## src/rtl/core/sap_pkg.sv

```systemverilog
`default_nettype none
// ----------------------------------------------------------------------------
// sap_pkg
// Shared types and constants of the skyline atlas placer.
// ----------------------------------------------------------------------------
package sap_pkg;

    localparam int MAX_POINTS = 64;
    localparam int IDX_W      = $clog2(MAX_POINTS);
    localparam int CNT_W      = IDX_W + 1;
    localparam int PT_W       = 32;

    localparam logic [14:0] RESET_PAGE_WIDTH = 15'd1024;

    localparam logic [2:0] REG_PAGE_WIDTH    = 3'd0;
    localparam logic [2:0] REG_HEIGHT_LIMIT  = 3'd1;
    localparam logic [2:0] REG_BORDER_LEFT   = 3'd2;
    localparam logic [2:0] REG_BORDER_TOP    = 3'd3;
    localparam logic [2:0] REG_BORDER_RIGHT  = 3'd4;
    localparam logic [2:0] REG_BORDER_BOTTOM = 3'd5;

    typedef enum logic [3:0] {
        ST_INIT,
        ST_IDLE,
        ST_CHECK,
        ST_POP_RD,
        ST_POP_CMP,
        ST_WRAP,
        ST_JOIN_RD,
        ST_JOIN_WR,
        ST_JOIN_END,
        ST_Y_RD,
        ST_Y_SEL,
        ST_PLACE,
        ST_DONE
    } t_state;

    typedef struct packed {
        logic init_wr;
        logic load_in;
        logic set_ovs;
        logic pop;
        logic wrap;
        logic join_wr;
        logic join_end;
        logic y_sel;
        logic place;
        logic done_load;
    } t_cmd;

    typedef struct packed {
        logic oversize;
        logic pop_go;
        logic wrap_go;
        logic join_more;
        logic out_free;
    } t_sts;

endpackage
`default_nettype wire

```

## src/rtl/core/sap_ctrl.sv

```systemverilog
`default_nettype none
// ----------------------------------------------------------------------------
// sap_ctrl
// Sequencer: walks one rectangle through pop, wrap/join, row and place steps.
// ----------------------------------------------------------------------------
module sap_ctrl
    import sap_pkg::*;
(
    input  wire       i_clk,
    input  wire       i_rst_n,
    input  wire       i_in_valid,
    output logic      o_in_ready,
    input  wire t_sts i_sts,
    output t_cmd      o_cmd
);

    t_state r_state;
    t_state n_state;

    always_ff @(posedge i_clk) begin
        if (!i_rst_n) begin
            r_state <= ST_INIT;
        end else begin
            r_state <= n_state;
        end
    end

    always_comb begin
        n_state = r_state;
        case (r_state)
            ST_INIT:     n_state = ST_IDLE;
            ST_IDLE:     if (i_in_valid) n_state = ST_CHECK;
            ST_CHECK:    n_state = i_sts.oversize ? ST_DONE : ST_POP_RD;
            ST_POP_RD:   n_state = ST_POP_CMP;
            ST_POP_CMP:  n_state = i_sts.pop_go ? ST_POP_RD : ST_WRAP;
            ST_WRAP:     n_state = i_sts.wrap_go ? ST_JOIN_RD : ST_Y_RD;
            ST_JOIN_RD:  n_state = i_sts.join_more ? ST_JOIN_WR : ST_JOIN_END;
            ST_JOIN_WR:  n_state = ST_JOIN_RD;
            ST_JOIN_END: n_state = ST_Y_RD;
            ST_Y_RD:     n_state = ST_Y_SEL;
            ST_Y_SEL:    n_state = ST_PLACE;
            ST_PLACE:    n_state = ST_DONE;
            ST_DONE:     if (i_sts.out_free) n_state = ST_IDLE;
            default:     n_state = ST_INIT;
        endcase
    end

    always_comb begin
        o_cmd      = '0;
        o_in_ready = 1'b0;
        case (r_state)
            ST_INIT: o_cmd.init_wr = 1'b1;
            ST_IDLE: begin
                o_in_ready    = 1'b1;
                o_cmd.load_in = i_in_valid;
            end
            ST_CHECK:    o_cmd.set_ovs = i_sts.oversize;
            ST_POP_CMP:  o_cmd.pop = i_sts.pop_go;
            ST_WRAP:     o_cmd.wrap = i_sts.wrap_go;
            ST_JOIN_RD:  o_cmd.join_wr = 1'b0;
            ST_JOIN_WR:  o_cmd.join_wr = 1'b1;
            ST_JOIN_END: o_cmd.join_end = 1'b1;
            ST_Y_SEL:    o_cmd.y_sel = 1'b1;
            ST_PLACE:    o_cmd.place = 1'b1;
            ST_DONE:     o_cmd.done_load = i_sts.out_free;
            default:     o_cmd = '0;
        endcase
    end

endmodule
`default_nettype wire

```

## src/rtl/core/sap_dp.sv

```systemverilog
`default_nettype none
// ----------------------------------------------------------------------------
// sap_dp
// Datapath: config registers, two banked point queues, cursor and page state.
// ----------------------------------------------------------------------------
module sap_dp
    import sap_pkg::*;
(
    input  wire         i_clk,
    input  wire         i_rst_n,
    input  wire         i_cfg_wr_en,
    input  wire  [2:0]  i_cfg_index,
    input  wire  [14:0] i_cfg_data,
    input  wire  [47:0] i_in_data,
    input  wire  t_cmd  i_cmd,
    output t_sts        o_sts,
    output logic        o_out_valid,
    input  wire         i_out_ready,
    output logic [79:0] o_out_data
);

    logic [14:0] r_pw, r_lim;
    logic [7:0]  r_bl, r_bt, r_br, r_bb;

    always_ff @(posedge i_clk) begin
        if (!i_rst_n) begin
            r_pw  <= RESET_PAGE_WIDTH;
            r_lim <= '0;
            r_bl  <= '0;
            r_bt  <= '0;
            r_br  <= '0;
            r_bb  <= '0;
        end else if (i_cfg_wr_en) begin
            case (i_cfg_index)
                REG_PAGE_WIDTH:    r_pw  <= i_cfg_data;
                REG_HEIGHT_LIMIT:  r_lim <= i_cfg_data;
                REG_BORDER_LEFT:   r_bl  <= i_cfg_data[7:0];
                REG_BORDER_TOP:    r_bt  <= i_cfg_data[7:0];
                REG_BORDER_RIGHT:  r_br  <= i_cfg_data[7:0];
                REG_BORDER_BOTTOM: r_bb  <= i_cfg_data[7:0];
                default:           r_pw  <= r_pw;
            endcase
        end
    end

    logic [14:0] r_w, r_h;
    logic [15:0] r_tag;
    logic [15:0] r_x, r_y;
    logic        r_lost, r_ovs;

    logic             r_sel;
    logic [CNT_W-1:0] r_first, r_pc, r_cc, r_i;
    logic [15:0]      r_cursor;
    logic [7:0]       r_page;
    logic [14:0]      r_max;

    logic [PT_W-1:0] mem_a [MAX_POINTS];
    logic [PT_W-1:0] mem_b [MAX_POINTS];
    logic [PT_W-1:0] r_rd_a, r_rd_b;
    logic [PT_W-1:0] rdata;
    logic [IDX_W-1:0] rd_addr;

    assign rd_addr = r_first[IDX_W-1:0] + r_i[IDX_W-1:0];
    assign rdata   = r_sel ? r_rd_b : r_rd_a;

    // arithmetic
    logic signed [17:0] cur_ext, cur_sum, y_ext, y_sum, ny_sum;
    logic [CNT_W:0]     tot;
    logic [CNT_W-1:0]   room, join_n;
    logic [15:0]        y_cand, y_new, cur_neg, ny;
    logic               page_go;

    assign cur_ext = $signed({{2{r_cursor[15]}}, r_cursor});
    assign cur_sum = cur_ext + $signed({3'd0, r_w}) + $signed({10'd0, r_br});
    assign cur_neg = 16'd0 - {8'd0, r_bl};

    assign y_cand  = (r_pc != '0) ? rdata[31:16] : {1'b0, r_max};
    assign y_ext   = $signed({{2{y_cand[15]}}, y_cand});
    assign y_sum   = y_ext + $signed({3'd0, r_h}) + $signed({10'd0, r_bb});
    assign page_go = (r_lim != '0) && (y_sum > $signed({3'd0, r_lim}));
    assign y_new   = page_go ? (16'd0 - {8'd0, r_bt}) : y_cand;

    assign ny_sum  = $signed({{2{r_y[15]}}, r_y}) + $signed({3'd0, r_h})
                   + $signed({10'd0, r_bb});
    assign ny      = (ny_sum > 18'sd32767) ? 16'd32767 : ny_sum[15:0];

    assign tot     = {1'b0, r_cc} + {1'b0, r_pc};
    assign room    = CNT_W'(MAX_POINTS) - r_cc;
    assign join_n  = (r_pc <= room) ? r_pc : room;

    assign o_sts.oversize  = (r_w > r_pw) || ((r_lim != '0) && (r_h > r_lim));
    assign o_sts.pop_go    = (r_pc != '0) && ($signed(rdata[15:0]) < $signed(r_cursor));
    assign o_sts.wrap_go   = cur_sum > $signed({3'd0, r_pw});
    assign o_sts.join_more = r_i < join_n;
    assign o_sts.out_free  = !o_out_valid || i_out_ready;

    // write ports, expressed as prev/cur then mapped to banks
    logic             we_prev, we_cur;
    logic [IDX_W-1:0] wa_cur;
    logic [PT_W-1:0]  wd_prev, wd_cur;
    logic [15:0]      cur_next;

    assign cur_next = (cur_sum > 18'sd32767) ? 16'd32767 : cur_sum[15:0];

    always_comb begin
        we_prev = i_cmd.init_wr || (i_cmd.y_sel && page_go);
        wd_prev = {16'd0, 1'b0, (i_cmd.init_wr ? RESET_PAGE_WIDTH : r_pw)};
        we_cur  = i_cmd.join_wr || (i_cmd.place && (r_cc < CNT_W'(MAX_POINTS)));
        wa_cur  = i_cmd.join_wr ? (r_cc[IDX_W-1:0] + r_i[IDX_W-1:0]) : r_cc[IDX_W-1:0];
        wd_cur  = i_cmd.join_wr ? rdata : {ny, cur_next};
    end

    always_ff @(posedge i_clk) begin
        r_rd_a <= mem_a[rd_addr];
        r_rd_b <= mem_b[rd_addr];
        if ((we_prev && !r_sel) || (we_cur && r_sel)) begin
            mem_a[we_prev ? '0 : wa_cur] <= we_prev ? wd_prev : wd_cur;
        end
        if ((we_prev && r_sel) || (we_cur && !r_sel)) begin
            mem_b[we_prev ? '0 : wa_cur] <= we_prev ? wd_prev : wd_cur;
        end
    end

    always_ff @(posedge i_clk) begin
        if (!i_rst_n) begin
            r_sel       <= 1'b0;
            r_first     <= '0;
            r_pc        <= CNT_W'(1);
            r_cc        <= '0;
            r_i         <= '0;
            r_cursor    <= '0;
            r_page      <= '0;
            r_max       <= '0;
            o_out_valid <= 1'b0;
        end else begin
            if (o_out_valid && i_out_ready) o_out_valid <= 1'b0;
            if (i_cmd.load_in) begin
                r_i <= '0;
            end
            if (i_cmd.pop) begin
                r_first <= r_first + CNT_W'(1);
                r_pc    <= r_pc - CNT_W'(1);
            end
            if (i_cmd.wrap) begin
                r_cursor <= cur_neg;
                r_i      <= '0;
            end
            if (i_cmd.join_wr) r_i <= r_i + CNT_W'(1);
            if (i_cmd.join_end) begin
                r_sel   <= ~r_sel;
                r_first <= '0;
                r_pc    <= (tot > (CNT_W+1)'(MAX_POINTS)) ? CNT_W'(MAX_POINTS) : tot[CNT_W-1:0];
                r_cc    <= '0;
                r_i     <= '0;
            end
            if (i_cmd.y_sel && page_go) begin
                r_page   <= r_page + 8'd1;
                r_cursor <= cur_neg;
                r_first  <= '0;
                r_pc     <= CNT_W'(1);
                r_cc     <= '0;
                r_max    <= '0;
            end
            if (i_cmd.place) begin
                r_cursor <= cur_next;
                if ($signed(ny) > $signed({1'b0, r_max})) r_max <= ny[14:0];
                if (r_cc < CNT_W'(MAX_POINTS)) r_cc <= r_cc + CNT_W'(1);
            end
            if (i_cmd.done_load) o_out_valid <= 1'b1;
        end
    end

    always_ff @(posedge i_clk) begin
        if (i_cmd.load_in) begin
            r_w    <= i_in_data[14:0];
            r_h    <= i_in_data[29:15];
            r_tag  <= i_in_data[45:30];
            r_lost <= 1'b0;
            r_ovs  <= 1'b0;
            r_x    <= '0;
            r_y    <= '0;
        end
        if (i_cmd.set_ovs) r_ovs <= 1'b1;
        if (i_cmd.join_end && (tot > (CNT_W+1)'(MAX_POINTS))) r_lost <= 1'b1;
        if (i_cmd.y_sel) r_y <= y_new;
        if (i_cmd.place) begin
            r_x <= r_cursor;
            if (r_cc >= CNT_W'(MAX_POINTS)) r_lost <= 1'b1;
        end
        if (i_cmd.done_load) begin
            o_out_data <= {7'd0, r_tag, r_lost, r_ovs, r_max, r_y, r_x, r_page};
        end
    end

endmodule
`default_nettype wire

```

## src/rtl/core/skyline_atlas_placer_unit.sv

```systemverilog
`default_nettype none
// ----------------------------------------------------------------------------
// skyline_atlas_placer_unit
// Skyline rectangle placer for atlas pages, one result beat per input beat.
// ----------------------------------------------------------------------------
// One rectangle is in work at a time. A beat steps from accept through check,
// the pop of skyline points from the previous row and, on a row wrap, the copy
// into the joined row, then row select, place and done, each point read paced
// by the single read port of the point queues; an oversize beat goes from check
// to done. After reset the block seeds the first skyline point before it takes
// a beat. A finished result waits in the output register; the next beat is
// taken meanwhile, and its last step holds until the output register is free.
module skyline_atlas_placer_unit
    import sap_pkg::*;
(
    input  wire         i_clk,
    input  wire         i_rst_n,
    input  wire         i_cfg_wr_en,
    input  wire  [2:0]  i_cfg_index,
    input  wire  [14:0] i_cfg_data,
    input  wire         i_s_axis_tvalid,
    output logic        o_s_axis_tready,
    input  wire  [47:0] i_s_axis_tdata,  // rect_width, rect_height, rect_tag
    output logic        o_m_axis_tvalid,
    input  wire         i_m_axis_tready,
    // page_number, pos_x, pos_y, page_height, oversize, queue_overflow, tag_out
    output logic [79:0] o_m_axis_tdata
);

    t_cmd cmd;
    t_sts sts;

    sap_ctrl u_ctrl (
        .i_clk      (i_clk),
        .i_rst_n    (i_rst_n),
        .i_in_valid (i_s_axis_tvalid),
        .o_in_ready (o_s_axis_tready),
        .i_sts      (sts),
        .o_cmd      (cmd)
    );

    sap_dp u_dp (
        .i_clk       (i_clk),
        .i_rst_n     (i_rst_n),
        .i_cfg_wr_en (i_cfg_wr_en),
        .i_cfg_index (i_cfg_index),
        .i_cfg_data  (i_cfg_data),
        .i_in_data   (i_s_axis_tdata),
        .i_cmd       (cmd),
        .o_sts       (sts),
        .o_out_valid (o_m_axis_tvalid),
        .i_out_ready (i_m_axis_tready),
        .o_out_data  (o_m_axis_tdata)
    );

endmodule
`default_nettype wire
```

## config.mk

```make
export PLATFORM = sky130hd
export DESIGN_NAME = skyline_atlas_placer_unit
export DESIGN_NICKNAME = d
export VERILOG_FILES = /design/src/rtl/core/sap_pkg.sv /design/src/rtl/core/sap_ctrl.sv /design/src/rtl/core/sap_dp.sv /design/src/rtl/core/skyline_atlas_placer_unit.sv
export SDC_FILE = /design/constraint.sdc
export NUM_CORES = 2
export LEC_CHECK = 0
export ABC_AREA = 1
export BUFFER_PORTS_ARGS = -buffer_cell sky130_fd_sc_hd__buf_2
export CORE_MARGIN = 3
export CORE_UTILIZATION = 33
export DETAILED_ROUTE_END_ITERATION = 6
export PLACE_DENSITY_LB_ADDON = 0.3
export SLEW_MARGIN = 30
export SYNTH_ARGS = -nofsm -noshare
export SYNTH_HDL_FRONTEND = slang
export SYNTH_SLANG_ARGS = --single-unit
```

## constraint.sdc

```tcl
create_clock -name i_clk -period 28.8 [get_ports i_clk]
set_input_delay 1.44 -clock i_clk [delete_from_list [all_inputs] [get_ports i_clk]]
set_output_delay 1.44 -clock i_clk [all_outputs]
set_load 0.005 [all_outputs]
```

# == Word level (Yosys, flattened, before mapping) ==
# Memories as Yosys holds them, arrays and structs flattened. A register that Yosys moved wholly into a read port is not among the register bits.
# Cells that the tools add are included.
# word_totals
regBits,288
mem_bits_rw,4096
out_inout_bits,82
n_memories,2
# memory_table
memory,words,width,read_ports,rd_clocked_by_memory_dff,wr,line,source
u_dp.mem_a,64,32,1,1,1,sap_dp.sv:57,logic [PT_W-1:0] mem_a [MAX_POINTS];
u_dp.mem_b,64,32,1,1,1,sap_dp.sv:58,logic [PT_W-1:0] mem_b [MAX_POINTS];
# op_classes
addsub,17
n_lt_le_gt_ge,13
n_eq_ne,19
mux,58
bitwise,2
reduce_logical,39
# op_table
operator,count
16-bit 2-to-1 mux,10
32-bit 2-to-1 mux,3
7-bit 2-to-1 mux,11
15-bit 2-to-1 mux,4
18-bit by 9-bit adder with 18-bit output,3
4-bit one-hot mux with 13 select lines,1
16-bit by 16-bit adder with 17-bit output,3
18-bit by 16-bit > comparator with 1-bit output,2
18-bit by 16-bit > comparator with 1-bit output (second input constant),2
15-bit > comparator,2
7-bit by 1-bit adder with 7-bit output (second input constant),3
1-bit 2-to-1 mux,21
4-bit == test (second input constant),5
4-bit 2-to-1 mux,5
1-bit by 8-bit subtractor with 9-bit output (first input constant),2
4-bit by 3-bit == test with 1-bit output (second input constant),4
16-bit > comparator,1
16-bit less-than comparator,1
15-bit nonzero test,1
2-bit AND reduction,7
6-bit adder,2
6-bit 2-to-1 mux,2
1-bit logical AND,11
7-bit by 7-bit adder with 8-bit output,1
26 further kinds,41

# == Depth between registers and ports, before layout ==
# logic_depth
word_depth,12
ltp_mapped,42
ltp_nobuf,40

# == Cells and area by module ==
# Synthesis repeated with hierarchy kept, for this count alone.
# hier_totals
hier_cells,14590
hier_area_um2,182909.2
# modules_own_cells
mod,instances,cells_per_inst,area_each_um2
sap_dp,1,14515,182455.0
sap_ctrl,1,75,454.2

# == Worst setup path after synthesis ==
# OpenSTA, ideal clock, no wires.
# synth_path
path_type,register -> register
startpoint,reg u_dp.r_pc[1]
endpoint,"mem u_dp.mem_a[0][15], data pin"
setup_ns,1.228
t_arrival_ns,10.299
path_slack_ns,17.273
stages_incl_launch_ff,37
path_buffers,2
cell_sequence,dfxtp_1 inv_1 ha_1 nand2_1 nor2_1 nand2_1 nor2_1 clkbuf_1 o21ai_0 ha_1 fa_1 nand3_1 nand3_2 xor2_1 inv_1 ha_1 a21oi_1 o21a_1 nand2_1 a21oi_1 nor2_1 nand3_2 nor2b_4 xnor2_1 ha_1 nand2_1 nor2_1 a211oi_1 nand2_1 a21oi_1 nor2_1 a21oi_1 nand2_2 nand3_4 nand2_1 buf_2 a211oi_1
# synth_via
elab_chain_cells,9
# synth_rtl
element,line,source
start: declaration,sap_dp.sv:52,"logic [CNT_W-1:0] r_first, r_pc, r_cc, r_i;"
start signal: assignment,sap_dp.sv:142,r_pc <= r_pc - CNT_W'(1);
start signal: assignment,sap_dp.sv:152,r_pc <= (tot > (CNT_W+1)'(MAX_POINTS)) ? CNT_W'(MAX_POINTS) : tot[CNT_W-1:0];
7-bit nonzero test,sap_dp.sv:77,"assign y_cand = (r_pc != '0) ? rdata[31:16] : {1'b0, r_max};"
16-bit 2-to-1 mux,sap_dp.sv:77,
16-bit by 16-bit adder with 17-bit output,sap_dp.sv:79,"assign y_sum = y_ext + $signed({3'd0, r_h}) + $signed({10'd0, r_bb});"
18-bit by 9-bit adder with 18-bit output,sap_dp.sv:79,
18-bit by 16-bit > comparator with 1-bit output,sap_dp.sv:80,"assign page_go = (r_lim != '0) && (y_sum > $signed({3'd0, r_lim}));"
1-bit logical AND,sap_dp.sv:80,
1-bit logical AND,sap_dp.sv:106,we_prev = i_cmd.init_wr || (i_cmd.y_sel && page_go);
1-bit logical OR,sap_dp.sv:106,
32-bit 2-to-1 mux,sap_dp.sv:117,mem_a[we_prev ? '0 : wa_cur] <= we_prev ? wd_prev : wd_cur;
end: declaration,sap_dp.sv:57,
# No other way between the ends.

# == Worst setup path after layout ==
# layout_path
startpoint,reg u_dp.r_pc[1]
endpoint,"mem u_dp.mem_a[45][20], data pin"
# The elaborated chain is that of the path after synthesis.

==> out/metrics.cfg <==
[drt]
met2_wirelength_mm = 235
vias = 116000
dr.max_layer_used = met5
post-route-drc-count = 0
avgRoutedWirePerCell_um = 25.2
wirelength_mm = 549
met3_length_mm = 50.0
drt-initial-drc-count = 15100
drtAntennaViolNets = 0
met1_length_mm = 243
avgViaCountPerCell = 5.34
dr.pass1.iters = 6

[cells_and_area]
syn2layout_area_growth_pct = 13.8
seq_area_um2 = 132000
drive_gt1_share_pct = 12.7
fin_area_um2 = 208000
multiInputGateArea_um2 = 48200
n_fill_cell = 51800
nets = 14400

[floorplan]
die_area_um2 = 563000
io_pins = 153
start_util_pct = 33.2
core_area_um2 = 550000
dieWidth_um = 750
rows = 272
die-height_um = 750

[synthesis]
synth_top_area_cell = edfxtp_1
synth-main-ff-cell = edfxtp_1
syn-cell-area_um2 = 183000
yosysWarnings = 0
synth_area_leaders = edfxtp_1 70%, nor2_1 7.6%, o32ai_1 4.9%, o21ai_0 4.0%, mux2_2 3.2%
synth_edf_count = 4247
ys_seq_elements = 4447
async_reset_ff_share_pct = 0
ys_seq_area_share_pct = 71.9
syn-mean-instance-area_um2 = 13.0
yosysMostFrequentCell = edfxtp_1
synth_top_area_share_pct = 69.7
synth_common_cells = 4,247 x edfxtp_1, 3,684 x nor2_1, 1,475 x o21ai_0, 1,024 x o32ai_1, 821 x clkbuf_1
synth.distinct_cells = 56
postSynthCellCount = 14100

[grt]
first_global_vias = 106000
antenna_found_initial = 36
grt_pass1_wl_mm = 777
grt.overflow.total = 0
grt_use_total_pct = 18.7
grt_max_degree = 205

[critical_path]
path_class = flip-flop to flip-flop
cpMaxStageDelayCell = buf_6
crit_fanout = 79
timing.critical_path.mode_cell = nand2_1
crit_path_start_kind = flip-flop
worstPathArrival_ns = 9.98
max_stage_delay_ns = 0.63
required_ns = 29.46
cp-end-kind = flip-flop

[timing]
fin_skew_ns = 0.109
period_minus_slack_ns = 9.32
fmax_ghz = 0.107
fin_tns_setup_ns = 0
grt_setup_unrepaired = false
setup_violations = 0
hold_viol = 0
tightest_slew_ns = 1.10
report.final.slew_viol_count = 0
finalCritPeriodShare_pct = 32.4
slew_headroom_pct = 26.0

[clock_tree]
cts_tree = yes
post_cts_resized = 0
cts_sinks = 4447
path_clk_slew_ns = 0.07
cts_root_buf = clkbuf_16
cts_setup_buffers = 0
clk_latency_ns = 1.08
h-tree-depth = 5
cts_buffers = 446
cts_hold_buf = 0
clock_path_buffers = 4

[hold_path]
min_path_type = flip-flop to flip-flop

[power_and_ir_drop]
power_density_nw_per_um2 = 97.8
vdd_drop_max_mv = 0.215
p_leak_nw = 67.4

[job]
maxCapViolations = 0

[placed_design]
place_congestion = 0.860
portBuffers = 143
dpl_cell_area_um2 = 194000
dpl.hpwl_mm = 313

[status]
outcome = finished, final reports clean

## critical path, delay by kind of cell (launching register included)
| family | cells | cell delay [ns] |
|---|---|---|
| and+or+nand+nor | 17 | 1.99 |
| buffers and inverters | 8 | 2.53 |
| adders and majority gates | 4 | 1.26 |
| DFF | 1 | 0.35 |
| xor gates and xnor gates | 1 | 0.16 |
| AOI/OAI and AO/OA | 10 | 2.47 |
## cell type report
| class | count | share of cell area (%) |
|---|---|---|
| clock buffer | 564 | 5.71 |
| clock inverter | 263 | 1.12 |
| multi-input combinational | 8388 | 23.2 |
| sequential | 4447 | 63.2 |
| inverter | 326 | 0.597 |
| timing repair buffer | 473 | 1.81 |
| antenna | 17 | 0.0204 |
| tap | 7261 | 4.37 |
## flip-flops by register name, indices dropped and copies added (netlist names), 16 cells and up
name	flops
u_dp.r_x	16
u_dp.mem_b	2048
u_dp.r_y	16
u_dp.mem_a	2048
u_dp.r_rd_a	32
u_dp.r_tag	16
u_dp.r_cursor	16
u_dp.r_rd_b	32
u_dp.o_out_data	73
## report_power, final
group	internal (mW)	total, mW	switching, mW	leakage (nW)
Clock	3.23	5.72	2.49	6.89
Combinational	1.12	5.57	4.45	20.2
Sequential	9.00	9.06	0.0608	40.3
Total	13.3	20.3	7.00	67.4
## metrics by stage
step | hold slack [ns] | setup slack [ns] | total power, mW | std cells | utilization (%)
3_3_place_gp | 0.401 | 19.27 | 14.6 | 20900 | 35.1
6_report | 0.417 | 19.48 | 20.3 | 21700 | 37.8
2_1_floorplan | 0.400 | 17.27 | 12.2 | 14100 | -
5_1_grt | 0.422 | 18.77 | 21.1 | 21700 | 37.8
3_5_place_dp | 0.405 | 19.62 | 14.7 | 20900 | 35.2
4_1_cts | 0.416 | 19.52 | 20.4 | 21700 | 37.8
## layout by cell type, fill, tap and decap left out, types with 13 or more instances in the layout
master,count
inv_1,313
nand2_1,607
buf_6,22
nand4_1,48
dfxtp_1,199
clkinvlp_4,19
o32ai_1,1024
o221ai_1,46
clkinv_1,122
xor2_1,70
nor2_1,3553
o21ai_0,1469
mux2_2,512
diode_2,17
buf_4,271
nor2_4,134
buf_12,29
ha_1,196
o22ai_4,13
nor2_2,17
o22ai_1,61
clkbuf_16,454
buf_2,143
clkbuf_1,100
edfxtp_1,4247
a21oi_1,259
nand3_1,90
xnor2_1,19
o21a_1,70
clkinv_2,67
nor3_1,31
bufinv_16,36
o221ai_2,19
## worst paths after layout
check / start / endpoint / slack (ns) / cells after the start
worst max-delay path: u_dp.r_pc[1] / u_dp.mem_a[45][20] / 19.48 / 40
worst min-delay path: u_dp.r_tag[15] / u_dp.o_out_data[72] / 0.42 / 0
worst max register to register: u_dp.r_pc[1] / u_dp.mem_a[45][20] / 19.48 / 40
worst min register to register: u_dp.r_tag[15] / u_dp.o_out_data[72] / 0.42 / 0
## logic make-up after synthesis
| group | share of synthesized area (%) |
|---|---|
| mux | 3.19 |
| fa+ha+maj | 1.45 |
| compound gates | 10.8 |
| xor+xnor | 0.445 |
| simple gates | 9.60 |
| flops | 71.9 |
| other cells | 0.00205 |
| buf+inv | 2.62 |
## routing by layer
metal | global-route usage [%] | vias up
met4 | 6.48 | 6
met3 | 3.44 | 660
met1 | 27.6 | 58600
li1 | - | 52300
met2 | 27.6 | 4615
met5 | 0 | -
Power figures use the tool's default switching activity.
